$ cat config.mk
export PLATFORM = sky130hd
export DESIGN_NAME = display_init_list_sequencer_flat
export DESIGN_NICKNAME = d
export VERILOG_FILES = /design/src/rtl/dils_pkg.sv /design/src/rtl/dils_stream_if.sv /design/src/rtl/display_init_list_sequencer.sv /design/src/flat_wrapper.sv
export SDC_FILE = /design/constraint.sdc
export NUM_CORES = 1
export LEC_CHECK = 0
export BUFFER_PORTS_ARGS = -buffer_cell sky130_fd_sc_hd__buf_2
export CAP_MARGIN = 20
export CELL_PAD_IN_SITES_DETAIL_PLACEMENT = 1
export CELL_PAD_IN_SITES_GLOBAL_PLACEMENT = 2
export CORE_ASPECT_RATIO = 0.6
export CORE_UTILIZATION = 39
export DETAILED_ROUTE_END_ITERATION = 7
export GPL_TIMING_DRIVEN = 0
export PLACE_DENSITY = 0.88
export SETUP_SLACK_MARGIN = 0.4
export SLEW_MARGIN = 10
export SYNTH_ARGS = -nofsm -noshare
export SYNTH_HDL_FRONTEND = slang
export SYNTH_SLANG_ARGS = --single-unit
$ cat constraint.sdc
create_clock -name clk -period 5.6 [get_ports clk]
set_input_delay 0.28 -clock clk [delete_from_list [all_inputs] [get_ports clk]]
set_output_delay 0.28 -clock clk [all_outputs]
set_load 0.02 [all_outputs]
$ cat src/rtl/dils_pkg.sv
// ----------------------------------------------------------------------------
// dils_pkg: shared types and constants for the init list sequencer
// word widths, result kinds and the long-delay code
// ----------------------------------------------------------------------------
`default_nettype none

package dils_pkg;

  localparam int unsigned ByteW  = 8;
  localparam int unsigned KindW  = 2;
  localparam int unsigned ValueW = 9;

  typedef enum logic [KindW-1:0] {
    KIND_CMD   = 2'd0,
    KIND_DATA  = 2'd1,
    KIND_WAIT  = 2'd2,
    KIND_EMPTY = 2'd3
  } kind_t;

  // delay byte of all ones stands for the long wait
  localparam logic [ByteW-1:0]  DELAY_MAX_CODE = 8'd255;
  localparam logic [ValueW-1:0] DELAY_MAX_MS   = 9'd500;

  typedef struct packed {
    kind_t             kind;
    logic [ValueW-1:0] value;
    logic              ends_command;
    logic              ends_list;
  } result_t;

endpackage

`default_nettype wire

$ cat src/rtl/dils_stream_if.sv
// ----------------------------------------------------------------------------
// dils stream interfaces: list byte channel and result channel
// valid/ready handshake, a word moves when both are high at a clock edge
// ----------------------------------------------------------------------------
`default_nettype none

interface dils_in_if;
  logic                       valid;
  logic                       ready;
  logic [dils_pkg::ByteW-1:0] list_byte;

  modport source (output valid, output list_byte, input ready);
  modport sink   (input valid, input list_byte, output ready);
endinterface

interface dils_out_if;
  logic                        valid;
  logic                        ready;
  logic [dils_pkg::KindW-1:0]  kind;
  logic [dils_pkg::ValueW-1:0] value;
  logic                        ends_command;
  logic                        ends_list;

  modport source (output valid, output kind, output value, output ends_command,
                  output ends_list, input ready);
  modport sink   (input valid, input kind, input value, input ends_command,
                  input ends_list, output ready);
endinterface

`default_nettype wire

$ cat src/rtl/display_init_list_sequencer.sv
// ----------------------------------------------------------------------------
// display_init_list_sequencer: panel init command list interpreter
// Usage:
//   in_list takes the list one byte per word: command count, then for each
//   command the command byte, the argument byte (bit 7 asks for a delay,
//   bits 6..0 give the argument count), the data bytes and an optional
//   delay byte (all ones means 500 ms).
//   out_result gives at most one word per list byte: the command byte (sent
//   with d/c low) once its argument byte is in, each data byte, the wait
//   request, or an empty-list marker for a count of zero. ends_command marks
//   chip-select release, ends_list the last word of the list.
//   Result: a result is registered, in the result register or, while the receiver stalls, in the skid word.
//   Throughput: one list byte per cycle while in_list.ready is high; the whole step is one small state
//   update between the input handshake and the result register.
//   Stall: a two-word output stage (result register plus skid) keeps
//   in_list.ready high while one result waits; ready drops only when both
//   words are held.
//   Reset: rst_n low at a rising clock edge returns to awaiting a command count and
//   drops both output words.
// ----------------------------------------------------------------------------
`default_nettype none

module display_init_list_sequencer (
  input  wire logic clk,
  input  wire logic rst_n,
  dils_in_if.sink   in_list,
  dils_out_if.source out_result
);

  typedef enum logic [2:0] {
    PH_COUNT = 3'd0,
    PH_CMD   = 3'd1,
    PH_ARGB  = 3'd2,
    PH_DATA  = 3'd3,
    PH_DELAY = 3'd4
  } phase_t;

  // list walking state
  phase_t      phase_r, phase_nxt;
  logic [7:0]  cmds_left_r, cmds_left_nxt;
  logic [6:0]  args_left_r, args_left_nxt;
  logic        delay_r, delay_nxt;
  logic [7:0]  held_cmd_r, held_cmd_nxt;

  // output stage: result register plus skid word
  dils_pkg::result_t out_r, skid_r, res;
  logic              out_valid_r, skid_valid_r, res_valid;

  logic       in_acc;
  logic       out_take;
  logic       last_cmd;
  logic [7:0] b;
  logic [6:0] arg_cnt;
  logic [6:0] args_dec;
  logic [7:0] cmds_dec;

  assign in_list.ready = !skid_valid_r;
  assign in_acc        = in_list.valid && !skid_valid_r;
  assign out_take      = out_valid_r && out_result.ready;

  assign b        = in_list.list_byte;
  assign last_cmd = (cmds_left_r == 8'd1);
  assign arg_cnt  = b[6:0];
  assign args_dec = args_left_r - 7'd1;
  assign cmds_dec = cmds_left_r - 8'd1;

  // one step of the list interpreter for the word being taken
  always_comb begin
    phase_nxt     = phase_r;
    cmds_left_nxt = cmds_left_r;
    args_left_nxt = args_left_r;
    delay_nxt     = delay_r;
    held_cmd_nxt  = held_cmd_r;
    res_valid     = 1'b0;
    res           = '0;
    if (in_acc) begin
      case (phase_r)
        PH_CMD: begin
          held_cmd_nxt = b;
          phase_nxt    = PH_ARGB;
        end
        PH_ARGB: begin
          args_left_nxt    = arg_cnt;
          delay_nxt        = b[7];
          res_valid        = 1'b1;
          res.kind         = dils_pkg::KIND_CMD;
          res.value        = {1'b0, held_cmd_r};
          res.ends_command = (arg_cnt == 7'd0);
          res.ends_list    = (arg_cnt == 7'd0) && !b[7] && last_cmd;
          if (arg_cnt != 7'd0) begin
            phase_nxt = PH_DATA;
          end else if (b[7]) begin
            phase_nxt = PH_DELAY;
          end else begin
            cmds_left_nxt = cmds_dec;
            phase_nxt     = (cmds_dec == 8'd0) ? PH_COUNT : PH_CMD;
          end
        end
        PH_DATA: begin
          args_left_nxt    = args_dec;
          res_valid        = 1'b1;
          res.kind         = dils_pkg::KIND_DATA;
          res.value        = {1'b0, b};
          res.ends_command = (args_dec == 7'd0);
          res.ends_list    = (args_dec == 7'd0) && !delay_r && last_cmd;
          if (args_dec == 7'd0) begin
            if (delay_r) begin
              phase_nxt = PH_DELAY;
            end else begin
              cmds_left_nxt = cmds_dec;
              phase_nxt     = (cmds_dec == 8'd0) ? PH_COUNT : PH_CMD;
            end
          end
        end
        PH_DELAY: begin
          res_valid        = 1'b1;
          res.kind         = dils_pkg::KIND_WAIT;
          res.value        = (b == dils_pkg::DELAY_MAX_CODE) ? dils_pkg::DELAY_MAX_MS
                                                             : {1'b0, b};
          res.ends_command = 1'b0;
          res.ends_list    = last_cmd;
          cmds_left_nxt    = cmds_dec;
          phase_nxt        = (cmds_dec == 8'd0) ? PH_COUNT : PH_CMD;
        end
        default: begin
          // command count, also taken on any stray phase code
          cmds_left_nxt = b;
          if (b == 8'd0) begin
            phase_nxt        = PH_COUNT;
            res_valid        = 1'b1;
            res.kind         = dils_pkg::KIND_EMPTY;
            res.value        = '0;
            res.ends_command = 1'b0;
            res.ends_list    = 1'b1;
          end else begin
            phase_nxt = PH_CMD;
          end
        end
      endcase
    end
  end

  always_ff @(posedge clk) begin
    if (!rst_n) begin
      phase_r      <= PH_COUNT;
      cmds_left_r  <= '0;
      args_left_r  <= '0;
      delay_r      <= 1'b0;
      held_cmd_r   <= '0;
      out_valid_r  <= 1'b0;
      skid_valid_r <= 1'b0;
    end else begin
      phase_r     <= phase_nxt;
      cmds_left_r <= cmds_left_nxt;
      args_left_r <= args_left_nxt;
      delay_r     <= delay_nxt;
      held_cmd_r  <= held_cmd_nxt;
      if (!out_valid_r || out_take) begin
        // result register free this cycle: skid word first, else new result
        if (skid_valid_r) begin
          out_r        <= skid_r;
          out_valid_r  <= 1'b1;
          skid_valid_r <= 1'b0;
        end else begin
          out_r       <= res;
          out_valid_r <= res_valid;
        end
      end else if (res_valid) begin
        // receiver stalled: park the new result in the skid word
        skid_r       <= res;
        skid_valid_r <= 1'b1;
      end
    end
  end

  assign out_result.valid        = out_valid_r;
  assign out_result.kind         = out_r.kind;
  assign out_result.value        = out_r.value;
  assign out_result.ends_command = out_r.ends_command;
  assign out_result.ends_list    = out_r.ends_list;

endmodule

`default_nettype wire
$ cat src/flat_wrapper.sv
// flat-port wrapper written by rule: the top's interface ports become plain ports
module display_init_list_sequencer_flat 
  (clk, rst_n, in_list_valid, in_list_list_byte, in_list_ready, out_result_valid, out_result_kind, out_result_value, out_result_ends_command, out_result_ends_list, out_result_ready);
  dils_in_if in_list_i ();
  dils_out_if out_result_i ();
  input  wire logic clk;
  input  wire logic rst_n;
  input wire logic [$bits(in_list_i.valid)-1:0] in_list_valid;
  input wire logic [$bits(in_list_i.list_byte)-1:0] in_list_list_byte;
  output wire logic [$bits(in_list_i.ready)-1:0] in_list_ready;
  output wire logic [$bits(out_result_i.valid)-1:0] out_result_valid;
  output wire logic [$bits(out_result_i.kind)-1:0] out_result_kind;
  output wire logic [$bits(out_result_i.value)-1:0] out_result_value;
  output wire logic [$bits(out_result_i.ends_command)-1:0] out_result_ends_command;
  output wire logic [$bits(out_result_i.ends_list)-1:0] out_result_ends_list;
  input wire logic [$bits(out_result_i.ready)-1:0] out_result_ready;
  assign in_list_i.valid = in_list_valid;
  assign in_list_i.list_byte = in_list_list_byte;
  assign in_list_ready = in_list_i.ready;
  assign out_result_valid = out_result_i.valid;
  assign out_result_kind = out_result_i.kind;
  assign out_result_value = out_result_i.value;
  assign out_result_ends_command = out_result_i.ends_command;
  assign out_result_ends_list = out_result_i.ends_list;
  assign out_result_i.ready = out_result_ready;
  display_init_list_sequencer u_core (.clk(clk), .rst_n(rst_n), .in_list(in_list_i), .out_result(out_result_i));
endmodule
Yosys cells after proc, flatten, opt, wreduce, memory -nomap -nowiden
Cells that the tools add are included.
- $add $sub $neg: 2
- equality and inequality tests: 10
- multiplexer cells: 22
- bitwise operators: 3
- reduce and logical (&&, ||, !) cells: 26
- operators with widths (operator ; number):
    case mux 13 bit (4 select lines) ; 1
    two-way mux 13 bit ; 3
    two-way mux 8 bit ; 4
    case mux 8 bit (4 select lines) ; 1
    zero test 8 bit ; 2
    zero test 7 bit ; 2
    case mux 7 bit (2 select lines) ; 1
    two-way mux 3 bit ; 4
    case mux 3 bit (4 select lines) ; 1
    AND reduction 2 bit ; 5
    two-way mux 9 bit ; 1
    equality test 8 x 1 -> 1 bit, second input constant ; 1
    equality test 8 bit, second input constant ; 1
    subtractor 8 x 1 -> 8 bit, second input constant ; 1
    nonzero test 7 bit ; 1
    subtractor 7 x 1 -> 7 bit, second input constant ; 1
    equality test 3 x 2 -> 1 bit, second input constant ; 2
    logical AND 1 bit ; 6
    inequality test 2 bit, second input constant ; 3
    AND reduction 6 bit ; 1
    two-way mux 1 bit ; 5
    zero test 1 bit ; 4
    equality test 3 x 1 -> 1 bit, second input constant ; 1
    equality test 3 bit, second input constant ; 1
    8 further kinds ; 10
- register bits: 55
- input port bits: 12
- output and inout port bits: 15
- word-level logic and storage cells: 78

Logic depth before layout (Yosys ltp)
Gate-level depths: netlist of the first run.
- word-level depth: 7
- depth in mapped cells: 9
- gate-level depth less buffers: 8

Least setup slack after synthesis of the first run
OpenSTA, ideal clock, no wires.
- path type: input to register
- from: input in_list_list_byte[3]
- to: register u_core.skid_r[0] (netlist bit), enable pin
- setup time: 0.400 ns
- arrival time: 2.045 ns
- required time: 5.200 ns
- path slack: 3.156 ns
- stages: 4
- buffers on the path: 0
- path through: nor4_2 nand3b_1 o21a_1 nor3_1
- word-level cells in the longest chain between the ends: 5
- ends and longest elaborated chain (what ; line ; text):
    from (decl) ; flat_wrapper.sv:9 ; input wire logic [$bits(in_list_i.list_byte)-1:0] in_list_list_byte;
    zero test 8 bit ; display_init_list_sequencer.sv:128 ; if (b == 8'd0) begin
    two-way mux 1 bit ; display_init_list_sequencer.sv:128 ;
    case mux 1 bit (2 select lines) ; display_init_list_sequencer.sv:77 ; case (phase_r)
    two-way mux 1 bit ; display_init_list_sequencer.sv:76 ; if (in_acc) begin
    AND reduction 3 bit (no source line) ; n/a ;
    to (signal assigned) ; display_init_list_sequencer.sv:170 ; skid_r <= res;
    to (decl) ; display_init_list_sequencer.sv:46 ; dils_pkg::result_t out_r, skid_r, res;
Every way passes these cells.
A chain may end at the register's enable or synchronous reset.

Worst setup path in the final report of the first run
- from: register u_core.args_left_r[0]
- to: register u_core.cmds_left_r[6]
- word-level cells in the longest chain between the ends: 4
- ends and longest elaborated chain (what ; line ; text):
    from (decl) ; display_init_list_sequencer.sv:41 ; logic [6:0] args_left_r, args_left_nxt;
    from (signal assigned) ; display_init_list_sequencer.sv:155 ; args_left_r <= args_left_nxt;
    subtractor 7 x 1 -> 7 bit ; display_init_list_sequencer.sv:64 ; assign args_dec = args_left_r - 7'd1;
    zero test 7 bit ; display_init_list_sequencer.sv:106 ; if (args_dec == 7'd0) begin
    inequality test 2 x 1 -> 1 bit (no source line) ; n/a ;
    AND reduction 6 bit (no source line) ; n/a ;
    to (signal assigned) ; display_init_list_sequencer.sv:154 ; cmds_left_r <= cmds_left_nxt;
    to (decl) ; display_init_list_sequencer.sv:40 ; logic [7:0] cmds_left_r, cmds_left_nxt;
Every way passes these cells.

==> results of run 1 <==
==> cell usage in the layout, fill, tap and decap left out, drive strengths merged, types with 13 or more instances in the layout <==
cell type,Yosys,final
a21oi,13,13
buf,2,28
clkbuf,15,20
dfxtp,29,29
edfxtp,26,26
nand2,39,39
nor2,33,33
nor2b,15,15
nor3,15,15
o21ai,22,22
==> worst paths after layout <==
check / from / to / slack [ps] / depth (start not counted)
worst min register to register: u_core.cmds_left_r[7]$_SDFFE_PN0P_ / u_core.cmds_left_r[7]$_SDFFE_PN0P_ / 510 / 2
worst max-delay path: u_core.args_left_r[0]$_SDFFE_PN0P_ / u_core.cmds_left_r[6]$_SDFFE_PN0P_ / 3120 / 9
worst min-delay path: out_result_ready / u_core.out_result.valid$_SDFFE_PN0N_ / 280 / 3
worst max register to register: u_core.args_left_r[0]$_SDFFE_PN0P_ / u_core.cmds_left_r[6]$_SDFFE_PN0P_ / 3120 / 9
==> flip-flops by register name, summed over array words and instances, names as in the netlist <==
name / count
u_core.delay_r: 1
u_core.skid_r: 13
u_core.out_result.value: 9
u_core.out_result.ends_command: 1
u_core.skid_valid_r: 1
u_core.out_result.valid: 1
u_core.out_result.kind: 2
u_core.cmds_left_r: 8
u_core.held_cmd_r: 8
u_core.phase_r: 3
u_core.out_result.ends_list: 1
u_core.args_left_r: 7
==> worst max-delay path, delay by kind of cell (launching register included) <==
family | cells | cell delay [ps]
buffers and inverters | 2 | 350
AO/OA/AOI/OAI | 5 | 990
adder cells (fa/ha/maj) | 1 | 210
AND/OR/NAND/NOR | 1 | 440
flip-flops | 1 | 360
==> synthesized netlist by cell type (6+ instances only) <==
cell,instances,area [sq um]
o211ai_1,6,45.0
a21oi_1,13,65.1
nand2_1,39,146
dfxtp_1,29,581
edfxtp_1,26,781
nor2_1,32,120
a22oi_1,8,60.1
clkbuf_1,15,56.3
inv_1,9,33.8
mux2i_1,9,90.1
nor2b_1,15,93.8
a21o_1,11,82.6
and2_1,6,37.5
nor3_1,15,75.1
o21ai_0,21,105
==> routing by layer <==
metal | part of all wire | routed length (um) | GRT usage
met1 | 0.53 | 4430 | 0.338
met2 | 0.42 | 3480 | 0.348
met3 | 0.047 | 394 | 0.0533
met4 | 0.0073 | 61 | 0.0674
met5 | 0 | 0 | 0
==> logic make-up (layout without fill, tap and decap cells) <==
kind of cell             after synthesis  after routing
adder cells (fa/ha/maj)                5              5
multiplexers                           9              9
flip-flops                            55             55
XOR/XNOR                               3              3
AND/OR/NAND/NOR                      131            131
AO/OA/AOI/OAI                         89             89
buffers and inverters                 26             60
==> metrics by stage <==
stage	hold WS, ps	setup WS [ps]
2_1_floorplan	436	3160
3_3_place_gp	487	2310
3_5_place_dp	505	3120
4_1_cts	287	3100
5_1_grt	294	2950
6_report	285	3120
==> power groups by stage <==
stage	combinational, W	clock (W)	sequential [W]
floorplan	0.0000894	0	0.000462
global placement	0.000136	0	0.000456
detailed placement	0.000142	0	0.000458
CTS	0.000143	0.000328	0.000448
global route	0.000160	0.000344	0.000451
finish	0.000143	0.000325	0.000449
==> final cells by class <==
type | instances | area share
inverter | 9 | 0.0103
buffer | 17 | 0.0203
tap | 87 | 0.0333
clock buffer | 5 | 0.0382
multi-input combinational | 237 | 0.434
timing repair buffer | 26 | 0.0405
sequential | 55 | 0.416
clock inverter | 3 | 0.00726
==> results.md, run 1 <==
Status:
- The run finished with clean final reports.

Finish:
- The number of antenna cells inserted is 0.
- Counting the fill cells in the layout gives 820.
- In the final layout, the multi-input gates occupy roughly 1400 sq um.
- After the last flow step, the layout net total stands at about 370.
- From synthesis to final layout, the design area changed by 13.7%.
- At the end of the flow the core is filled with cells to 0.474.
- The share of final-layout standard cells stronger than drive strength 1 is 0.122.
- The finished layout holds about 440 standard cells, fillers aside.
- Registers take approximately 1400 sq um.
- Summing all non-filler instances in the final layout gives an area of around 3300 sq um.

Synthesis:
- The compound-gate portion of the synthesized area came to 0.204.
- Counting flops with an async set or reset pin after synthesis yields a share of 0.
- Of the total synthesized cell area, the portion taken by AND, OR, NAND and NOR gates is 0.226.
- The number of nets in the synthesized netlist is 335.
- Counting flops with a built-in enable in the synthesized netlist gives 26.
- The number of unique standard cell types used by synthesis is 50.
- The synthesized netlist occupies a cell area of ~2900 sq um.
- The total number of yosys warnings is 0.
- The XOR/XNOR share of the synthesized area is 0.00913.
- The dominant combinational cell family by area after synthesis is simple AND/OR/NAND/NOR gates.
- The per-instance average area after synthesis is 9.05 sq um.
- Of the total synthesized cell area, the portion taken by full adders, half adders and majority gates is 0.0217.
- Synthesis handed over a netlist of 318 instances.
- The most used flip-flop cell after synthesis is dfxtp_1.
- Measured against the total synthesized area, the mux share comes to 0.0313.
- The synthesized design contains 55 register bits.
- For this run, the register share of the synthesized area comes to 0.473.

Drt:
- Using the TritonRoute via totals, the vias-per-cell ratio works out to around 5.7.
- The wire length after detailed routing is ~8.4 mm.
- The length of the first detailed-routing pass in iterations is 4.
- For this run, design rule violations remaining after detail routing come to 0.
- The first routing iteration left between 150 and 200 violations.
- Across all layers, the routed design uses 2517 vias.
- In the final routed layout, each cell accounts on average for 19.1 um.
- The count of nets left with antenna violations after detail routing is 0.

GRT:
- The global-route usage over all layers is 0.233.
- The largest net degree at the start of global routing is 19.
- The via count of the first global-routing pass is roughly 2400.
- The initial antenna violation count came to 0.
- The first global-routing pass estimated ~13 mm of wire.
- The global route total overflow is 0.

Pwr:
- The share of total power dissipated in the clock network is 0.355.
- VDD sags by at most roughly 0.18 mV.
- Dividing total power by cell area gives a power density of ~280 nW/um^2.
- The sequential power share is 0.489.
- The post-layout total power is 0.000917 W.
- The switching share of power is 0.288.
- The net load switching power is ~0.00026 W.
- The share of total power in combinational logic is 0.156.
- The cell-internal power is roughly 0.00065 W.
- The static power due to leakage is between 1 and 1.5 nW.

Worst setup path:
- The endpoint required time on the critical path is 5790 ps.
- The largest single stage delay on the critical path is approximately 440 ps.
- The start-to-end type of the worst setup path is reg2reg.
- The cell with the biggest individual delay on the critical path is or3b_4.
- The maximum fanout count along the critical path is 10.
- The element type at the critical path end is a register.
- The startpoint class of the critical path is a register.
- At the worst endpoint, the arrival time is 2670 ps.
- Walking the worst path, the cells encountered are inv_1, ha_1, or3b_4, o21a_1, o221ai_1, o2111ai_2, buf_2, o211ai_1, o21ai_0.

Clocking:
- The clock reaches the later pin of the worst-skew pair after 300 ps.
- The buffer count from post-CTS setup fixing is 0.
- The sink count of the clock tree is between 50 and 60.
- The tree is rooted in a clkbuf_16.
- The H-tree generated during clock tree synthesis spans 2 levels.
- The maximum buffer depth of the clock tree is 2.
- TritonCTS built the clock tree.
- The total of hold buffers inserted after clock tree synthesis is 0.
- The register clock-pin slew on the reported worst setup and hold paths is approximately 70 ps.
- The TritonCTS buffer count is 5.
- The total of cells resized after clock tree synthesis is 0.

Timing:
- Of the available clock period, the critical path in the final layout requires 0.443.
- The number of endpoints with negative hold slack in the final report is 0.
- Headroom to the max-slew limit came out at 0.460.
- The clock period could shrink to roughly 2500 ps.
- The final-report max-slew violation count came to 0.
- The largest clock skew in the final design is around 4.7 ps.
- Adding up every negative setup slack in the final design gives 0 ps.
- The achievable frequency is about 400 MHz.
- The total setup violations reported at the end of the flow is 0.
- Setup repair after global routing left no endpoint under its margin.
- The actual transition at the worst max-transition pin is a little over 800 ps.

Placed design:
- Detailed placement finished with a half-perimeter wire length of between 6 and 7 mm.
- The post-place instance area is between 3000 and 4000 sq um.
- Buffers placed on the I/O ports in this run total 25.
- The final RePlAce weighted congestion is approximately 0.84.
- The cell count after placement is approximately 430.

Die:
- In this run the vertical extent of the chip is 68.5 um.
- The die extent in x is 113 um.
- The starting density of the core is 0.417.
- The die covers around 7700 sq um.
- The area of the core region is just under 7000 sq um.
- The top-level I/O count is 27.
- The floorplan has 23 rows.

Run:
- The tool flagged a number of max-cap violations equal to 0.

Hold path:
- The class of the tightest hold or removal check is in2reg.
Power figures use the tool's default switching activity.
==> run 2, diff against run 1 <==
CORE_UTILIZATION = 33   (was 39)
PLACE_DENSITY = 0.8   (was 0.88)
clock period = 2.1 ns   (was 5.6 ns; I/O delays follow)
==> results.md, run 2 (synthesized netlist as in run 1, its figures left out) <==
Placed design:
- The final RePlAce weighted congestion was 0.787 (-6.5%).
- The placed wire-length estimate after detailed placement was 6.40 mm (+2.3%).
- The post-place instance area came to 3200 sq um (+2.4%).
- The port buffer count is 25 (unchanged).

Finish:
- The flip-flop count of the largest register, all copies and words added is 13 (unchanged).
- The number of antenna cells inserted is 0 (unchanged).
- The area growth from synthesis to layout is 30.4%.
- The library cell used most frequently in the layout, excluding fill and tap cells, is nand2_1.
- The share of final-layout standard cells stronger than drive strength 1 is 0.294 (+0.172).
- The final-stage net count is 383 (+4.1%).
- The area of all placed cells without fillers is 3750 sq um (+15%).
- In the layout the commonest cells are nand2_1, nor2_1, edfxtp_1, buf_2, dfxtp_1.
- Counting flops per register, the top entry is u_core.skid_r.

Clocking:
- The sink count of the clock tree is 55 (unchanged).
- The master cell of the clock root buffer is clkbuf_16.
- The maximum buffer depth of the clock tree is 2 (unchanged).
- The total of hold buffers inserted after clock tree synthesis came to 0 (unchanged).
- The level count of the clock H-tree is 2 (unchanged).
- The TritonCTS clock tree is built.
- The worst-skew pair later-pin latency came to 300 ps (about the same).
- The TritonCTS buffer count is 5 (unchanged).
- The register clock-pin slew on the reported worst setup and hold paths was 70 ps (about the same).

Drt:
- The wire length after detailed routing was 9.09 mm (+8.5%).
- The per-cell routed wire length was 19.1 um (+0.32%).
- The length of the first detailed-routing pass in iterations was 4 (unchanged).
- The count of nets left with antenna violations after detail routing is 0 (unchanged).
- The detailed router's first-iteration violation count came to 102 (-33%).
- The total number of vias is 2579 (+2.5%).
- The final routed DRC violation total is 0 (unchanged).
- The via-per-instance ratio is 5.43 (-5.3%).

GRT:
- The initial antenna violation count is 0 (unchanged).
- The global-route usage over all layers was 0.210 (-0.0232).
- The global route total overflow is 0 (unchanged).
- The largest net degree at the start of global routing is 19 (unchanged).
- The via count of the first global-routing pass is 2584 (+6.8%).
- The global-route wire length before repair is 14.0 mm (+5.3%).

Timing:
- Setup repair after global routing could not meet its margin everywhere.
- The total setup violations reported at the end of the flow is 5 (+5).
- The max-slew headroom at the worst pin is 0.647 (+0.188).
- The clock period minus worst slack came to 2160 ps (-319 ps).
- The final-report max-slew violation count is 0 (unchanged).
- The achievable frequency was 463 MHz (+15%).
- The worst path setup slack after routing was -61.7 ps (-3180 ps).
- The largest clock skew in the final design is 5.08 ps (+0.403 ps).
- The actual transition at the worst max-transition pin was 529 ps (-279 ps).
- The number of endpoints with negative hold slack in the final report is 0 (unchanged).
- The sum of negative setup slack is -163 ps (-163 ps).
- The period utilization is 1.03 (+0.586).

Die:
- The die extent in x is 123 um (+8.6%).
- The number of rows created at floorplan was 25 (+8.7%).
- The top-level I/O count came to 27 (unchanged).
- The y dimension of the die is 74.3 um (+8.5%).
- The total die area is 9110 sq um (+18%).
- The starting density of the core is 0.352 (-0.0642).
- The area of the core region is 8160 sq um (+18%).

Hold path:
- The class of the tightest hold or removal check is in2reg.
- The worst hold path begins at out_result_ready.

Status:
- The final reports fail on setup timing.
- The run finished, with violations left.

Pwr:
- The total power density per cell area is 710 nW/um^2 (+150%).
- The largest voltage drop on the vdd net is 0.336 mV (+89%).
- The static power due to leakage is 1.45 nW (+13%).

Worst setup path:
- The start point of the critical path is u_core.args_left_r[0]$_SDFFE_PN0P_.
- In this run the critical register-to-register path is launched from u_core.args_left_r[0]$_SDFFE_PN0P_.
- The data arrival time at the worst-slack endpoint is 2350 ps (-320 ps).
- The maximum fanout count along the critical path is 5 (-5).
- The worst setup path is of the reg2reg kind.
- The element type at the critical path end is a register.
- The endpoint required time on the critical path was 2290 ps (-3500 ps).
- The startpoint class of the critical path is a register.

Run:
- The max-capacitance violation count is 0 (unchanged).
-- run 2: through the flow --
stage	util	setup slack, ps	hold slack, ps	total power, W	cells
final	0.460	-61.7	99.5	0.00266	475
after global routing	0.460	-122	122	0.00277	475
after CTS	0.440	-43.1	124	0.00264	472
after detailed placement	0.392	-210	441	0.00162	451
after global placement	0.392	-168	423	0.00161	451
after floorplan	-	73.8	261	0.00149	318
-- run 2: repair_timing --
item	in CTS	in global routing
setup buffers	13	3
gates cloned	0	0
gates resized for setup	38	43
endpoints found under the setup margin	78	68
pin swaps	11	12
-- run 2: cell type report --
cell class | count | area, sq um
plain buffers | 17 | 123
clock buffers | 5 | 125
clock inverters | 3 | 46.3
fillers | 923 | 4410
inverters | 9 | 33.8
multi-input cells | 237 | 1640
flip-flops and latches | 55 | 1370
well taps | 108 | 135
repair buffers | 41 | 277
-- run 2: path summary, 6_finish.rpt --
kind	end	slack [ps]	cells past startpoint
setup reg to reg	u_core.cmds_left_r[0]$_SDFFE_PN0P_	-60	8
hold reg to reg	u_core.cmds_left_r[6]$_SDFFE_PN0P_	510	2
hold / removal	u_core.out_result.valid$_SDFFE_PN0N_	100	3
setup / recovery	u_core.cmds_left_r[0]$_SDFFE_PN0P_	-60	8
-- run 2: power breakdown --
group | leakage (nW) | switching, W | internal [W]
Combinational | 0.898 | 0.000298 | 0.000188
Clock | 0.0804 | 0.000413 | 0.000568
Sequential | 0.476 | 0.0000345 | 0.00116
-- run 2: worst max-delay path, stage by stage, from the launching register on --
cell and delay, ps:
dfxtp_4 360, inv_2 60, ha_4 120, or3b_4 390
o21a_1 220, o221ai_2 180, o2111ai_4 230, and2_0 220
o31a_1 290
-- run 2: metal layers --
metal  share of wire  up-vias  track usage  wire length (um)
met2            0.43       48        0.318              3860
met3           0.039        7       0.0414               358
met5               0        -            0                 0
met1            0.53     1282        0.308              4790
li1                -     1242            -                 -
met4          0.0077        0       0.0447                70
